**src/deq_pkg.sv**
```systemverilog
package deq_pkg;

	localparam int DEPTH_DEF = 16;
	localparam int DATA_W    = 32;

	localparam logic [2:0] CMD_PUSH_FRONT = 3'd0;
	localparam logic [2:0] CMD_PUSH_BACK  = 3'd1;
	localparam logic [2:0] CMD_POP_FRONT  = 3'd2;
	localparam logic [2:0] CMD_POP_BACK   = 3'd3;
	localparam logic [2:0] CMD_QUERY      = 3'd4;
	localparam logic [2:0] CMD_LIST       = 3'd5;

	localparam logic [1:0] ST_OK    = 2'd0;
	localparam logic [1:0] ST_FULL  = 2'd1;
	localparam logic [1:0] ST_EMPTY = 2'd2;

	typedef struct packed {
		logic [2:0]               command;
		logic signed [DATA_W-1:0] value;
	} req_t;

	typedef struct packed {
		logic [1:0]               status;
		logic signed [DATA_W-1:0] item;
		logic                     is_empty;
		logic                     last;
	} rsp_t;

	typedef enum logic [2:0] {
		OP_NONE,
		OP_PUSH_F,
		OP_PUSH_B,
		OP_POP_F,
		OP_POP_B,
		OP_LIST_FIRST,
		OP_LIST_NEXT
	} dp_op_t;

	typedef struct packed {
		logic       load_in;
		dp_op_t     op;
		logic       load_out;
		logic       out_from_mem;
		logic       out_list;
		logic [1:0] status;
	} dp_cmd_t;

	typedef struct packed {
		logic [2:0] command;
		logic       full;
		logic       empty;
		logic       list_last;
	} dp_sts_t;

endpackage

```
**src/double_ended_queue_core.sv**
```systemverilog
// Push, query and failed pop: S_EXEC registers the result beat, S_OUT presents it.
// Successful pop: S_EXEC issues the registered memory read, S_READ loads the result.
// List: S_EXEC reads the first entry, S_LREAD loads it and S_OUT presents it; each
// further stored entry is read from S_OUT, loaded in S_LREAD and presented again.
// One command in flight; the next beat is taken the cycle after the last result leaves.
// Reset empties the queue (front index and count to zero); entry memory is not cleared.
module double_ended_queue_core import deq_pkg::*; #(
	parameter int DEPTH = DEPTH_DEF
) (
	input  logic clk,
	input  logic arst_n,
	input  logic req_valid,
	output logic req_stall,
	input  req_t req,
	output logic rsp_valid,
	input  logic rsp_stall,
	output rsp_t rsp
);

	dp_cmd_t cmd;
	dp_sts_t sts;

	deq_ctrl u_ctrl (
		.clk       (clk),
		.arst_n    (arst_n),
		.req_valid (req_valid),
		.req_stall (req_stall),
		.rsp_valid (rsp_valid),
		.rsp_stall (rsp_stall),
		.sts       (sts),
		.cmd       (cmd)
	);

	deq_datapath #(
		.DEPTH (DEPTH)
	) u_datapath (
		.clk    (clk),
		.arst_n (arst_n),
		.req    (req),
		.cmd    (cmd),
		.sts    (sts),
		.rsp    (rsp)
	);

endmodule

```
**src/deq_datapath.sv**
```systemverilog
module deq_datapath import deq_pkg::*; #(
	parameter int DEPTH = DEPTH_DEF
) (
	input  logic    clk,
	input  logic    arst_n,
	input  req_t    req,
	input  dp_cmd_t cmd,
	output dp_sts_t sts,
	output rsp_t    rsp
);

	localparam int IW = (DEPTH > 1) ? $clog2(DEPTH) : 1;
	localparam int CW = $clog2(DEPTH + 1);
	localparam logic [IW-1:0] LAST_SLOT = IW'(DEPTH - 1);
	localparam logic [IW:0]   DEPTH_X   = (IW + 1)'(DEPTH);
	localparam logic [CW-1:0] DEPTH_C   = CW'(DEPTH);

	logic [2:0]        cmd_q;
	logic [DATA_W-1:0] val_q;
	logic [IW-1:0]     front_q;
	logic [CW-1:0]     count_q;
	logic [IW-1:0]     idx_q;
	logic [DATA_W-1:0] mem [DEPTH];
	logic [DATA_W-1:0] rd_q;
	rsp_t              rsp_q;

	logic [IW-1:0]     front_d;
	logic [CW-1:0]     count_d;
	logic [IW-1:0]     idx_d;
	logic              wr_en;
	logic [IW-1:0]     wr_addr;
	logic              rd_en;
	logic [IW-1:0]     rd_addr;
	logic              list_last;

	function automatic logic [IW-1:0] slot_of(input logic [IW-1:0] front,
		input logic [IW-1:0] off);
		logic [IW:0] sum;
		sum = {1'b0, front} + {1'b0, off};
		if (sum >= DEPTH_X) begin
			sum = sum - DEPTH_X;
		end
		return sum[IW-1:0];
	endfunction

	assign list_last = (CW'(idx_q) + CW'(1)) == count_q;

	always_comb begin
		front_d = front_q;
		count_d = count_q;
		idx_d   = idx_q;
		wr_en   = 1'b0;
		wr_addr = front_q;
		rd_en   = 1'b0;
		rd_addr = front_q;
		case (cmd.op)
			OP_PUSH_F: begin
				front_d = (front_q == '0) ? LAST_SLOT : front_q - IW'(1);
				wr_en   = 1'b1;
				wr_addr = front_d;
				count_d = count_q + CW'(1);
			end
			OP_PUSH_B: begin
				wr_en   = 1'b1;
				wr_addr = slot_of(front_q, count_q[IW-1:0]);
				count_d = count_q + CW'(1);
			end
			OP_POP_F: begin
				rd_en   = 1'b1;
				front_d = (front_q == LAST_SLOT) ? '0 : front_q + IW'(1);
				count_d = count_q - CW'(1);
			end
			OP_POP_B: begin
				rd_en   = 1'b1;
				count_d = count_q - CW'(1);
				rd_addr = slot_of(front_q, count_d[IW-1:0]);
			end
			OP_LIST_FIRST: begin
				rd_en = 1'b1;
				idx_d = '0;
			end
			OP_LIST_NEXT: begin
				rd_en   = 1'b1;
				idx_d   = idx_q + IW'(1);
				rd_addr = slot_of(front_q, idx_d);
			end
			default: begin
			end
		endcase
	end

	always_ff @(posedge clk or negedge arst_n) begin
		if (!arst_n) begin
			front_q <= '0;
			count_q <= '0;
		end else begin
			front_q <= front_d;
			count_q <= count_d;
		end
	end

	always_ff @(posedge clk) begin
		idx_q <= idx_d;
		if (cmd.load_in) begin
			cmd_q <= req.command;
			val_q <= req.value;
		end
	end

	always_ff @(posedge clk) begin
		if (wr_en) begin
			mem[wr_addr] <= val_q;
		end
		if (rd_en) begin
			rd_q <= mem[rd_addr];
		end
	end

	always_ff @(posedge clk) begin
		if (cmd.load_out) begin
			rsp_q.status   <= cmd.status;
			rsp_q.item     <= cmd.out_from_mem ? rd_q : '0;
			rsp_q.is_empty <= (count_d == '0);
			rsp_q.last     <= cmd.out_list ? list_last : 1'b1;
		end
	end

	assign sts.command   = cmd_q;
	assign sts.full      = (count_q >= DEPTH_C);
	assign sts.empty     = (count_q == '0);
	assign sts.list_last = list_last;
	assign rsp           = rsp_q;

endmodule

```
**src/deq_ctrl.sv**
```systemverilog
module deq_ctrl import deq_pkg::*; (
	input  logic    clk,
	input  logic    arst_n,
	input  logic    req_valid,
	output logic    req_stall,
	output logic    rsp_valid,
	input  logic    rsp_stall,
	input  dp_sts_t sts,
	output dp_cmd_t cmd
);

	typedef enum logic [2:0] {
		S_IDLE,
		S_EXEC,
		S_READ,
		S_LREAD,
		S_OUT
	} state_t;

	state_t state_q;
	logic   stall_q;
	logic   valid_q;
	logic   list_q;

	always_comb begin
		cmd = '0;
		cmd.op = OP_NONE;
		cmd.status = ST_OK;
		unique case (state_q)
			S_IDLE: begin
				cmd.load_in = req_valid;
			end
			S_EXEC: begin
				case (sts.command) inside
					CMD_PUSH_FRONT, CMD_PUSH_BACK: begin
						cmd.load_out = 1'b1;
						if (sts.full) begin
							cmd.status = ST_FULL;
						end else begin
							cmd.op = (sts.command == CMD_PUSH_FRONT) ? OP_PUSH_F : OP_PUSH_B;
						end
					end
					CMD_POP_FRONT, CMD_POP_BACK: begin
						if (sts.empty) begin
							cmd.load_out = 1'b1;
							cmd.status   = ST_EMPTY;
						end else begin
							cmd.op = (sts.command == CMD_POP_FRONT) ? OP_POP_F : OP_POP_B;
						end
					end
					CMD_LIST: begin
						if (sts.empty) begin
							cmd.load_out = 1'b1;
						end else begin
							cmd.op = OP_LIST_FIRST;
						end
					end
					default: begin
						cmd.load_out = 1'b1;
					end
				endcase
			end
			S_READ: begin
				cmd.load_out     = 1'b1;
				cmd.out_from_mem = 1'b1;
			end
			S_LREAD: begin
				cmd.load_out     = 1'b1;
				cmd.out_from_mem = 1'b1;
				cmd.out_list     = 1'b1;
			end
			S_OUT: begin
				if (!rsp_stall && list_q && !sts.list_last) begin
					cmd.op = OP_LIST_NEXT;
				end
			end
			default: begin
			end
		endcase
	end

	always_ff @(posedge clk or negedge arst_n) begin
		if (!arst_n) begin
			state_q <= S_IDLE;
			stall_q <= 1'b0;
			valid_q <= 1'b0;
			list_q  <= 1'b0;
		end else begin
			unique case (state_q) inside
				S_IDLE: begin
					if (req_valid) begin
						state_q <= S_EXEC;
						stall_q <= 1'b1;
					end
				end
				S_EXEC: begin
					if (cmd.op == OP_POP_F || cmd.op == OP_POP_B) begin
						state_q <= S_READ;
					end else if (cmd.op == OP_LIST_FIRST) begin
						state_q <= S_LREAD;
						list_q  <= 1'b1;
					end else begin
						state_q <= S_OUT;
						valid_q <= 1'b1;
					end
				end
				S_READ, S_LREAD: begin
					state_q <= S_OUT;
					valid_q <= 1'b1;
				end
				S_OUT: begin
					if (!rsp_stall) begin
						valid_q <= 1'b0;
						if (cmd.op == OP_LIST_NEXT) begin
							state_q <= S_LREAD;
						end else begin
							state_q <= S_IDLE;
							stall_q <= 1'b0;
							list_q  <= 1'b0;
						end
					end
				end
				default: begin
					state_q <= S_IDLE;
				end
			endcase
		end
	end

	assign req_stall = stall_q;
	assign rsp_valid = valid_q;

endmodule
```
**config.mk**
```make
export PLATFORM = sky130hd
export DESIGN_NAME = double_ended_queue_core
export DESIGN_NICKNAME = d
export VERILOG_FILES = /design/src/deq_pkg.sv /design/src/double_ended_queue_core.sv /design/src/deq_datapath.sv /design/src/deq_ctrl.sv
export SDC_FILE = /design/constraint.sdc
export NUM_CORES = 1
export LEC_CHECK = 0
export BUFFER_PORTS_ARGS = -buffer_cell sky130_fd_sc_hd__buf_2
export CAP_MARGIN = 20
export CELL_PAD_IN_SITES_DETAIL_PLACEMENT = 0
export CELL_PAD_IN_SITES_GLOBAL_PLACEMENT = 1
export CORE_UTILIZATION = 30
export CTS_CLUSTER_DIAMETER = 150
export DETAILED_ROUTE_END_ITERATION = 6
export PLACE_DENSITY = 0.58
export SLEW_MARGIN = 20
export SYNTH_ARGS = -nofsm -noshare
export SYNTH_HDL_FRONTEND = slang
export SYNTH_HIERARCHICAL = 1
export SYNTH_SLANG_ARGS = --single-unit
export TNS_END_PERCENT = 30
```
**constraint.sdc**
```tcl
create_clock -name clk -period 9.65 [get_ports clk]
set_clock_uncertainty 0.2 [all_clocks]
set_input_delay 1.4475 -clock clk [delete_from_list [all_inputs] [get_ports clk]]
set_output_delay 1.4475 -clock clk [all_outputs]
set_load 0.03 [all_outputs]
```
* After elaboration in Yosys (flattened, before gate mapping)
Memories as Yosys holds them, arrays and structs flattened. A register that Yosys moved wholly into a read port is not among the register bits.
Index checks and enable logic that the tools add are counted.
** Storage, ports and cells
- Bits in registers :: 90
- Input port bits :: 39
- Memories kept :: 1
- Bits in read-only memories :: 0
- Bits in latches :: 0
- RAM bits :: 512
- Logic and storage cells :: 130
- Output and inout bits :: 38
** Cells by class
- Multipliers :: 0
- Add/subtract/negate cells :: 12
- Reduce and logical (&&, ||, !) cells :: 25
- Div/mod/pow operators :: 0
- Bitwise operators :: 0
- Magnitude comparators :: 4
- Equality and inequality tests :: 22
- Muxes and demuxes :: 53
- Shifts and indexed selects :: 0
** Memory list
- u_datapath.mem :: depth 16, bits a word 32, read ports 1, clocked after memory_dff 1, wr ports 1, RTL line deq_datapath.sv:23 : logic [DATA_W-1:0] mem [DEPTH];
** Operators with widths (number)
- 2-to-1 mux 3 bit :: 12
- one-hot mux 4 bit (2 select lines) :: 4
- greater-or-equal comparator 5 bit, second input constant :: 4
- 2-to-1 mux 1 bit :: 20
- 2-to-1 mux 4 bit :: 5
- == test 3 x 2 -> 1 bit, second input constant :: 6
- subtractor 4 x 1 -> 4 bit, second input constant :: 4
- adder 4 x 4 -> 5 bit :: 3
- == test 3 bit, second input constant :: 5
- != test 2 bit, second input constant :: 6
- one-hot mux 3 bit (4 select lines) :: 1
- logical NOT 5 bit :: 2
- 2-to-1 mux 2 bit :: 5
- one-hot mux 5 bit (2 select lines) :: 1
- OR reduction 2 bit :: 5
- == test 3 x 1 -> 1 bit, second input constant :: 3
- adder 4 x 1 -> 4 bit, second input constant :: 2
- AND reduction 4 bit :: 2
- nonzero test 2 bit :: 4
- logical NOT 3 bit :: 2
- one-hot mux 1 bit (2 select lines) :: 3
- one-hot mux 3 bit (2 select lines) :: 1
- adder 4 x 1 -> 5 bit, second input constant :: 1
- adder 5 x 1 -> 5 bit, second input constant :: 1
- other kinds (12) :: 14

* Logic depth before layout (Yosys ltp)
Gate-level depths: netlist of the first run.
- Depth after elaboration :: 11
- Mapped depth :: 24
- Mapped depth without buffers :: 19

* Cells and area by module
Netlist of the first run, hierarchy kept.
** By module, submodules not included
- deq_datapath :: cells each 1451, instances 1, area each 24427.2 sq um, seq. area each 18813.0 sq um
- deq_ctrl :: cells each 51, instances 1, area each 476.7 sq um, seq. area each 150.1 sq um

* Worst setup path after synthesis of the first run
Ideal clock, no wire load.
- Kind :: input port to flip-flop
- From :: in rsp_stall
- To :: mem u_datapath.mem[6][0] (enable)
- Arrival time :: 6.307 ns
- Slack :: 2.630 ns
- Data required time :: 8.937 ns
- Buffers on the path :: 0
- Setup time :: 0.513 ns
- Stages on the path :: 9
- Cell sequence :: nor4b_2 > nand3b_1 > o21ai_0 > xor2_1 > nand2b_1 > o22a_1 > a21oi_1 > and2_1 > nor4b_1
** RTL lines
- start: declaration :: RTL line double_ended_queue_core.sv:16 : input logic rsp_stall,
- end: declaration :: RTL line deq_datapath.sv:23

==> out/qor.yml, run 1 <==
synth:
  yosysTopAreaCellShare: 0.746
  ys.flop_type: "edfxtp_1"
  synthesis.nets: 1554
  yosys_register_bits: 634
  netlist-cell-type-count: 60
  synth_top_cell_by_area: "edfxtp_1"
  synthCells: 1502
  ys_seq_area_frac: 0.761
  synthArstFlopShare: 0.0237
  synth_warnings: 6
  synth_edf_count: 619
  synthTopCellsByArea: "edfxtp_1, mux4_2, nand2_1"
  synth_area_per_cell_um2: 16.6
  syn-cell-area_um2: 24900
global_routing:
  grt.total_usage: 0.146
  grt_start_max_net_pins: 122
  grt_first_pass_wirelength_um: 90600
  grt_pass1_vias: 13500
  antenna_found_initial: 3
  grt-ovfl-total: 0
sta:
  fmaxAchievable_ghz: 0.152
  min_period_ps: 6570
  rsz0062_at_grt: "false"
  timing.final.hold_violations: 0
  setup_viol: 0
  slew_viol_final: 0
  tightestPinTransition_ps: 994
  final.setup.tns_ps: 0
  slew_headroom: 0.336
  fin_crit_sh: 0.681
worst_setup_path:
  cp_data_required_time_ps: 9760
  slowest_stage: "buf_4"
  path_common_cell: "mux2i_1"
  endpoint_kind: "flop"
  path_cells: "inv_1, ha_1, nand2b_1, nor3_1, mux2_4, o32a_1, nor3_2, nor2b_1, buf_4, nand2_1, mux2i_1, ha_1, inv_1, fa_1, o21ai_4, buf_4, mux4_2, mux2i_1, mux2i_1"
  worstPathMaxFanout: 50
  crit_arrival_ps: 6680
  critPathKind: "flop to flop"
  critPathLaunchType: "flop"
  worst_path_largest_cell_delay_ps: 760
route:
  drtIter0Drc: 945
  first_pass_iters: 5
  drc_errors: 0
  via_count: 13100
  vias_per_cell: 4.80
  routedWlPerCell_um: 22.3
  drt_wl_total_um: 60900
  ant_nets: 0
cts:
  cts.sinks: 634
  clk_latency_ps: 620
  cts_root_buffer: "clkbuf_16"
  cts_hold_buf: 0
  cts_resized: 0
  postCtsSetupBuffers: 0
  max-clock-path-buffers: 3
  cts_tree: "done"
  cts_buffers: 71
  cts_max_level: 3
  clk_pin_slew_ps: 60
floorplan:
  core_um2: 82100
  die_h_um: 290
  io-pin-count: 77
  initial_utilization: 0.303
  die_x_um: 290
  rows: 105
  design.die.area_um2: 84200
placed_design:
  place_congestion: 0.747
  numPortBuffers: 76
  hpwl_um: 32400
pwr:
  ir_drop_v: 0.000255
  leakagePower_uw: 0.00964
  power_density_nw_per_um2: 355
finish:
  n_antenna_cell: 0
  final_common_cell: "edfxtp_1"
  n_fill_cell: 7656
  nNetsFinal: 1662
  final_cell_mix: "edfxtp_1, nand2_1, nand3_1, buf_2, clkbuf_16"
  drive_gt1_frac: 0.191
  syn_to_final_growth_pct: 16.4
  fin_util: 0.353
hold_path:
  hold_class: "flop to flop"
run:
  maxCapViolCount: 0
run_status:
  status: "finished clean"
sequential cells by signal, summed over array words and instances (netlist names):
| register | cells |
|---|---|
| u_ctrl/list_q | 1 |
| u_ctrl/req_stall | 1 |
| u_datapath/val_q | 32 |
| u_datapath/count_q | 5 |
| u_datapath/mem | 512 |
| u_datapath/cmd_q | 3 |
| u_datapath/front_q | 4 |
| u_datapath/idx_q | 4 |
| u_datapath/rsp | 36 |
| u_datapath/rd_q | 32 |
| u_ctrl/rsp_valid | 1 |
| u_ctrl/state_q | 3 |
synth_stat cells (4+ instances only):
master	count
nor3_1	4
ha_1	11
nor2_1	25
buf_6	5
o21ai_0	15
and2_1	38
xnor2_1	10
clkbuf_1	38
edfxtp_1	619
inv_1	14
buf_2	20
nand2b_1	8
buf_4	10
nor2b_1	10
o31ai_1	5
mux2i_1	68
mux4_2	64
a21oi_1	14
dfrtp_1	15
nand4_1	36
nand3_1	134
xor2_1	9
nand2_1	274
worst max-delay path: cells and delay by family, from the launching register on:
family	cells	cell delay (ps)
AO/OA/AOI/OAI	2	890
buffers and inverters	4	1180
multiplexers	5	1200
flip-flops	1	510
AND/OR/NAND/NOR	5	1160
adder cells (fa/ha/maj)	3	1050
kinds of logic (layout without fill, tap and decap cells):
kind of cell,count (synthesis),in the layout,share of synthesized area
DFF,634,634,0.761
and+or+nand+nor,555,555,0.105
muxes,134,134,0.0863
buffers and inverters,89,251,0.0174
AOI/OAI and AO/OA,56,56,0.0146
xor gates and xnor gates,20,20,0.00734
adders and majority gates,14,14,0.00754
worst paths after layout:
path | from | end | slack [ps] | cells past startpoint
max | u_datapath/count_q[0]$_DFF_PN0_ | u_datapath/rd_q[17]$_DFFE_PP_ | 3080 | 19
min reg2reg | u_ctrl/list_q$_DFFE_PN0P_ | u_ctrl/list_q$_DFFE_PN0P_ | 290 | 1
max reg2reg | u_datapath/count_q[0]$_DFF_PN0_ | u_datapath/rd_q[17]$_DFFE_PP_ | 3080 | 19
min in group asynchronous | arst_n | u_datapath/count_q[1]$_DFF_PN0_ | 560 | 1
max in group asynchronous | arst_n | u_datapath/front_q[0]$_DFFE_PN0P_ | 8410 | 1
min | u_ctrl/list_q$_DFFE_PN0P_ | u_ctrl/list_q$_DFFE_PN0P_ | 290 | 1
power breakdown:
part | internal (µW) | switching, µW
logic | 1300 | 2350
registers | 3730 | 291
clock network | 1520 | 1100
total | 6550 | 3730
per-layer routing:
metal | GRT usage | wire length (µm)
met4 | 0.0388 | 1250
met5 | 0 | 11
met2 | 0.233 | 28900
met1 | 0.204 | 28000
met3 | 0.0244 | 2750
final cells by class:
class                      count  area [µm²]  share of cell area
tap                         1070        1340              0.0462
clock inverter                44         422              0.0145
multi-input combinational    779        5750               0.198
clock buffer                  83        1820              0.0628
timing repair buffer         110         648              0.0224
inverter                      14        52.6             0.00181
sequential                   634       19000               0.654
stage by stage:
| stage | worst slack [ps] | cells | hold slack (ps) | cell area, µm² | power (µW) |
|---|---|---|---|---|---|
| after floorplan | 2630 | 1502 | 257 | 24900 | 6520 |
| after global placement | 3000 | 2607 | 275 | 26800 | 7760 |
| after detailed placement | 2870 | 2607 | 280 | 26800 | 7810 |
| after CTS | 2960 | 2734 | 293 | 29000 | 10500 |
| after global routing | 2610 | 2734 | 332 | 29000 | 10900 |
| final | 3080 | 2734 | 289 | 29000 | 10300 |
Note: power is estimated with default switching activity, not from simulation.
==> run 2: changes to the inputs <==
--- a/config.mk
+++ b/config.mk
@@ -12,7 +12,7 @@
 export CORE_UTILIZATION = 30
 export CTS_CLUSTER_DIAMETER = 150
 export DETAILED_ROUTE_END_ITERATION = 6
-export PLACE_DENSITY = 0.58
+export PLACE_DENSITY = 0.59
 export SLEW_MARGIN = 20
 export SYNTH_ARGS = -nofsm -noshare
 export SYNTH_HDL_FRONTEND = slang
==> constraint.sdc (replaced) <==
create_clock -name clk -period 5.82 [get_ports clk]
set_clock_uncertainty 0.2 [all_clocks]
set_input_delay 0.873 -clock clk [delete_from_list [all_inputs] [get_ports clk]]
set_output_delay 0.873 -clock clk [all_outputs]
set_load 0.03 [all_outputs]
==> run 2 against run 1 <==
  * Die area unchanged
  * Core utilization rose by 0.54 points
  * Count of clock-buffer cells in the layout grew 9
  * Critical path depth fell by 1
  * Hold slack worse by 53 ps
  * Worst setup slack lost 2600 ps
  * Fmax rose by 24%
  * Flip-flop and latch count is the same
  * Largest cell class unchanged
==> out/qor.yml, run 2 (synthesis results as in run 1) <==
route:
  drc_errors: 0  # unchanged
  ant_nets: 0  # unchanged
  vias_per_cell: 4.76  # -0.86%
  drtIter0Drc: 900  # -4.8%
  via_count: 13100  # +0.0076%
  routedWlPerCell_um: 22.0  # -1.4%
  first_pass_iters: 5  # unchanged
  drt_wl_total_um: 60600  # -0.57%
cts:
  cts.sinks: 634  # unchanged
  max-clock-path-buffers: 3  # unchanged
  cts_root_buffer: "clkbuf_16"
  cts_max_level: 3  # unchanged
  postCtsSetupBuffers: 0  # unchanged
  clk_pin_slew_ps: 60  # about the same
  clk_latency_ps: 610  # about the same
  cts_buffers: 72  # +1.4%
  cts_tree: "done"
sta:
  final.setup.tns_ps: 0  # unchanged
  worst_slack_ps: 523  # -2560 ps
  timing.final.hold_violations: 0  # unchanged
  slew_headroom: 0.315  # -0.0214
  slew_viol_final: 0  # unchanged
  tightestPinTransition_ps: 1030  # +33.6 ps
  min_period_ps: 5300  # -1270 ps
  hold-worst-slack_ps: 236  # -53.3 ps
  fmaxAchievable_ghz: 0.189  # +24%
  fin_crit_sh: 0.910  # +0.229
  rsz0062_at_grt: "false"
  setup_viol: 0  # unchanged
worst_setup_path:
  worst_path_largest_cell_delay_ps: 670  # -90 ps
  endpoint_kind: "flop"
  critPathKind: "flop to flop"
  path_common_cell: "mux2i_1"
  cp_data_required_time_ps: 5960  # -3800 ps
  path_cells: "inv_1, ha_1, nand2b_1, nor3_1, mux2_4, o32a_1, nor3_4, nor2b_1, nand2_1, mux2i_1, ha_1, inv_1, fa_1, xnor2_1, mux2_8, buf_12, mux2i_1, mux2i_1"
  critPathLaunchType: "flop"
  crit_family: "multiplexers"
  path_buf_inv: 3  # -1
  worstPathMaxFanout: 44  # -12%
  crit_arrival_ps: 5440  # -1240 ps
  slowest_stage: "nor3_1"
finish:
  fin_area_um2: 29400  # +1.5%
  top_register: "u_datapath/mem"
  drive_gt1_frac: 0.197  # +0.00677
  largest_reg_flops: 512  # unchanged
  nNetsFinal: 1686  # +1.4%
  final_cells: 2758  # +0.88%
  final_common_cell: "edfxtp_1"
  final_cell_mix: "edfxtp_1, nand2_1, nand3_1, buf_2, clkbuf_16"
  n_fill_cell: 7729  # +0.95%
  syn_to_final_growth_pct: 18.2
  n_antenna_cell: 0  # unchanged
placed_design:
  place_ws_ps: 291  # -2580 ps
  hpwl_um: 33900  # +4.7%
  numPortBuffers: 76  # unchanged
  dpl_cell_area_um2: 27100  # +1.4%
  place_congestion: 0.755  # +1.1%
  dp_cells: 2629  # +0.84%
global_routing:
  grt_first_pass_wirelength_um: 90000  # -0.66%
  grt_pass1_vias: 13300  # -1.7%
  grt_start_max_net_pins: 81  # -34%
  grt-ovfl-total: 0  # unchanged
  antenna_found_initial: 3  # unchanged
  grt.total_usage: 0.144  # -0.00104
floorplan:
  initial_utilization: 0.303  # unchanged
  io-pin-count: 77  # unchanged
  design.die.area_um2: 84200  # unchanged
  rows: 105  # unchanged
  core_um2: 82100  # unchanged
  die_x_um: 290  # unchanged
  die_h_um: 290  # unchanged
run_status:
  status: "finished clean"
hold_path:
  hold_class: "input port to flop"
run:
  maxCapViolCount: 0  # unchanged
pwr:
  ir_drop_v: 0.000379  # +49%
  power_density_nw_per_um2: 593  # +67%
  leakagePower_uw: 0.00982  # +1.9%
==> run 2: cell count changes in the layout (fill, tap and decap cells not counted), moves of 2 or more <==
cell,change
buf_12,+15
clkbuf_1,+6
clkinv_2,-6
buf_4,+5
clkbuf_16,+3
inv_6,-3
buf_8,+2
==> run 2: layout make-up <==
type | count | area (µm²) | area share
Inverter | 14 | 52.6 | 0.00179
Clock inverter | 36 | 373 | 0.0127
Timing Repair Buffer | 133 | 1030 | 0.0349
Tap cell | 1070 | 1340 | 0.0455
Clock buffer | 92 | 1920 | 0.0652
Multi-Input combinational cell | 779 | 5770 | 0.196
Sequential cell | 634 | 19000 | 0.644
==> run 2: routing by layer <==
| layer | share of wire | up-vias | GRT usage |
|---|---|---|---|
| li1 | - | 5993 | - |
| met1 | 0.47 | 6769 | 0.201 |
| met2 | 0.47 | 286 | 0.233 |
| met3 | 0.046 | 85 | 0.0237 |
| met4 | 0.017 | 0 | 0.0405 |
| met5 | 0 | - | 0 |
==> run 2: final timing paths <==
| check | cells past startpoint | slack (ps) | startpoint | to |
|---|---|---|---|---|
| setup / recovery | 18 | 520 | u_datapath/count_q[0]$_DFF_PN0_ | u_datapath/rd_q[3]$_DFFE_PP_ |
| max in group asynchronous | 2 | 4600 | arst_n | u_datapath/front_q[0]$_DFFE_PN0P_ |
| min in group asynchronous | 2 | 530 | arst_n | u_datapath/count_q[4]$_DFF_PN0_ |
| hold reg to reg | 1 | 310 | u_ctrl/list_q$_DFFE_PN0P_ | u_ctrl/list_q$_DFFE_PN0P_ |
| setup reg to reg | 18 | 520 | u_datapath/count_q[0]$_DFF_PN0_ | u_datapath/rd_q[3]$_DFFE_PP_ |
| hold / removal | 1 | 240 | req[27] | u_datapath/val_q[27]$_DFFE_PP_ |
==> run 2: repair_timing <==
action / in CTS / in global routing
gates resized for setup: 0 / 1
endpoints found under the hold margin: 15 / 0
hold buffers: 1 / 0
endpoints found under the setup margin: 0 / 21
==> run 2: worst register-to-register path: stages, from the launching register on <==
cell and delay [ps]:
dfrtp_1 370, inv_1 90, ha_1 220, nand2b_1 90, nor3_1 670, mux2_4 280
o32a_1 180, nor3_4 100, nor2b_1 180, nand2_1 190, mux2i_1 210, ha_1 190
inv_1 70, fa_1 400, xnor2_1 350, mux2_8 490, buf_12 310, mux2i_1 340
mux2i_1 110
==> run 2: per-stage QoR <==
stage | utilization | total power [µW]
2_1_floorplan | - | 10800
3_3_place_gp | 0.330 | 13200
3_5_place_dp | 0.330 | 13300
4_1_cts | 0.358 | 17800
5_1_grt | 0.359 | 18400
6_report | 0.359 | 17500
==> run 2: report_power, final <==
| part | internal [µW] | switching (µW) |
|---|---|---|
| logic | 2410 | 3980 |
| clock network | 2610 | 1810 |
| registers | 6180 | 474 |
| total | 11200 | 6270 |
==> run 3: changes to the inputs <==
--- a/config.mk
+++ b/config.mk
@@ -9,6 +9,7 @@
 export CAP_MARGIN = 20
 export CELL_PAD_IN_SITES_DETAIL_PLACEMENT = 0
 export CELL_PAD_IN_SITES_GLOBAL_PLACEMENT = 1
+export CORE_ASPECT_RATIO = 0.6
 export CORE_UTILIZATION = 30
 export CTS_CLUSTER_DIAMETER = 150
 export DETAILED_ROUTE_END_ITERATION = 6
==> run 3 against run 2 <==
  * Power is 3.8% lower
  * Flip-flop and latch count stayed put
  * Clock power is 17% lower
  * First-iteration DRC count is 22% higher
  * Combinational power is 0.9% higher
  * Design area is 1.5% lower
  * Final cell count is 0.73% lower
  * Register-to-register slack worse by 110 ps
  * Highest routed layer unchanged
  * Routed wire length is 0.30% higher
  * Hold slack worse by 5.5 ps
  * Fmax is 2.1% lower
==> out/qor.yml, run 3 (synthesis results as in run 1) <==
finish:
  largest_reg_flops: 512  # unchanged
  drive_gt1_frac: 0.191  # -0.00668
  syn_to_final_growth_pct: 16.5
  final_cell_mix: "edfxtp_1, nand2_1, nand3_1, buf_2, mux2i_1"
  final_common_cell: "edfxtp_1"
  top_register: "u_datapath/mem"
  nNetsFinal: 1665  # -1.2%
sta:
  fin_crit_sh: 0.930  # +0.0195
  final.setup.tns_ps: 0  # unchanged
  setup_viol: 0  # unchanged
  hold-worst-slack_ps: 230  # -5.50 ps
  min_period_ps: 5410  # +113 ps
  rsz0062_at_grt: "false"
  slew_viol_final: 0  # unchanged
  fmaxAchievable_ghz: 0.185  # -2.1%
  tightestPinTransition_ps: 879  # -149 ps
  slew_headroom: 0.414  # +0.0991
  timing.final.hold_violations: 0  # unchanged
cts:
  max-clock-path-buffers: 3  # unchanged
  cts_buffers: 55  # -24%
  cts.sinks: 634  # unchanged
  clk_pin_slew_ps: 70  # about the same
  cts_tree: "done"
  cts_root_buffer: "clkbuf_16"
  clk_latency_ps: 620  # about the same
  cts_max_level: 2  # -1
floorplan:
  die_h_um: 225  # -22%
  core_um2: 81800  # -0.39%
  initial_utilization: 0.304  # +0.00120
  die_x_um: 374  # +29%
  io-pin-count: 77  # unchanged
  rows: 81  # -23%
  design.die.area_um2: 84200  # about the same
worst_setup_path:
  critPathLaunchType: "flop"
  rr_worst_depth: 19  # +1
  worst_path_largest_cell_delay_ps: 580  # -90 ps
  crit_family: "multiplexers"
  reg2reg_slack_ps: 410  # -110 ps
  cp_data_required_time_ps: 5970  # about the same
  rr_startpoint: "u_datapath/count_q[0]$_DFF_PN0_"
  critPathKind: "flop to flop"
  slowest_stage: "fa_1"
  worstPathMaxFanout: 30  # -32%
  endpoint_kind: "flop"
  path_cells: "inv_1, ha_1, nand2b_1, nor3_2, mux2_4, o32a_1, nor3_4, nor2b_1, nand2_1, mux2i_1, ha_1, inv_1, fa_1, o21ai_4, buf_4, buf_12, mux4_2, mux2i_1, mux2i_1"
  path_common_cell: "mux2i_1"
  worstReg2RegEnd: "u_datapath/rd_q[18]$_DFFE_PP_"
  path_buf_inv: 4  # +1
  crit_arrival_ps: 5560  # +120 ps
global_routing:
  grt_first_pass_wirelength_um: 89700  # -0.35%
  grt-ovfl-total: 0  # unchanged
  grt_pass1_vias: 13000  # -2.0%
  grt_start_max_net_pins: 90  # +11%
  antenna_found_initial: 1  # -2
  grt.total_usage: 0.144  # about the same
run:
  maxCapViolCount: 0  # unchanged
route:
  drc_errors: 0  # unchanged
  vias_per_cell: 4.83  # +1.4%
  routedWlPerCell_um: 22.2  # +1.0%
  ant_nets: 0  # unchanged
  via_count: 13200  # +0.65%
  drtIter0Drc: 1096  # +22%
  first_pass_iters: 5  # unchanged
  drt_wl_total_um: 60700  # +0.30%
run_status:
  status: "finished clean"
hold_path:
  min_from: "req[24]"
  hold_path_end: "u_datapath/val_q[24]$_DFFE_PP_"
  hold_class: "input port to flop"
  min_path_cells: 1  # unchanged
pwr:
  power_density_nw_per_um2: 579  # -2.4%
  ir_drop_v: 0.000461  # +21%
  leakagePower_uw: 0.00960  # -2.3%
placed_design:
  hpwl_um: 34800  # +2.5%
  place_congestion: 0.771  # +2.1%
  numPortBuffers: 76  # unchanged
## run 3: cell types whose count changed in the layout (fill, tap and decap cells not counted), moves of 2 or more
cell / delta
buf_12: +9
clkbuf_16: -18
buf_8: -2
buf_4: -11
inv_16: -2
clkbuf_1: -11
clkinv_2: +7
## run 3: worst max-delay path by stage
stage	end	slack, ps	from	depth (start not counted)
global placement	u_datapath/rd_q[18]$_DFFE_PP_	350	u_datapath/count_q[0]$_DFF_PN0_	19
finish	u_datapath/rd_q[18]$_DFFE_PP_	410	u_datapath/count_q[0]$_DFF_PN0_	19
detailed placement	u_datapath/rd_q[18]$_DFFE_PP_	170	u_datapath/count_q[0]$_DFF_PN0_	19
global route	u_datapath/rd_q[18]$_DFFE_PP_	30	u_datapath/count_q[0]$_DFF_PN0_	19
CTS	u_datapath/rd_q[18]$_DFFE_PP_	150	u_datapath/count_q[0]$_DFF_PN0_	19
floorplan	u_datapath/mem[6][0]$_DFFE_PP_	660	u_datapath/count_q[0]$_DFF_PN0_	14
## run 3: area by class of cell
type / count / area (µm²)
Clock buffer: 63 / 1430
Tap cell: 1079 / 1350
Clock inverter: 39 / 348
Sequential cell: 634 / 19000
Multi-Input combinational cell: 779 / 5770
Fill cell: 7662 / 52800
Inverter: 14 / 52.6
Antenna cell: 1 / 2.50
Timing Repair Buffer: 129 / 1090
## run 3: timing repair
item                                   in CTS  in global routing
gates resized for setup                     0                  2
endpoints found under the hold margin      15                  0
setup endpoints to repair                   0                 24
hold buffers                                1                  0
setup buffers                               0                  0
## run 3: per-layer routing
layer | vias up | share of wire | global-route usage
met4 | 0 | 0.014 | 0.0268
met2 | 332 | 0.41 | 0.203
met3 | 73 | 0.060 | 0.0263
met1 | 6869 | 0.51 | 0.230
met5 | - | 0 | 0
li1 | 5945 | - | -
## run 3: where the power goes
| part | total (µW) | switching (µW) | internal [µW] |
|---|---|---|---|
| registers | 6670 | 500 | 6170 |
| logic | 6450 | 4030 | 2420 |
| clock network | 3670 | 1680 | 1990 |
| total | 16800 | 6210 | 10600 |
## run 3: metrics by stage
stage	std cells	utilization	cell area [µm²]	power, µW	setup slack (ps)
detailed placement	2634	0.333	27200	13300	173
floorplan	1502	-	24900	10800	662
CTS	2737	0.355	29000	17000	148
global placement	2634	0.333	27200	13300	353
finish	2738	0.355	29000	16800	410
global route	2737	0.355	29000	17700	29.1
## run 3: worst register-to-register path: cells and delay by family (launching register included)
kind | cells | cell delay (ps)
AOI/OAI and AO/OA | 2 | 500
adders and majority gates | 3 | 1040
buffers and inverters | 4 | 750
DFF | 1 | 480
muxes | 5 | 1300
and+or+nand+nor | 5 | 880
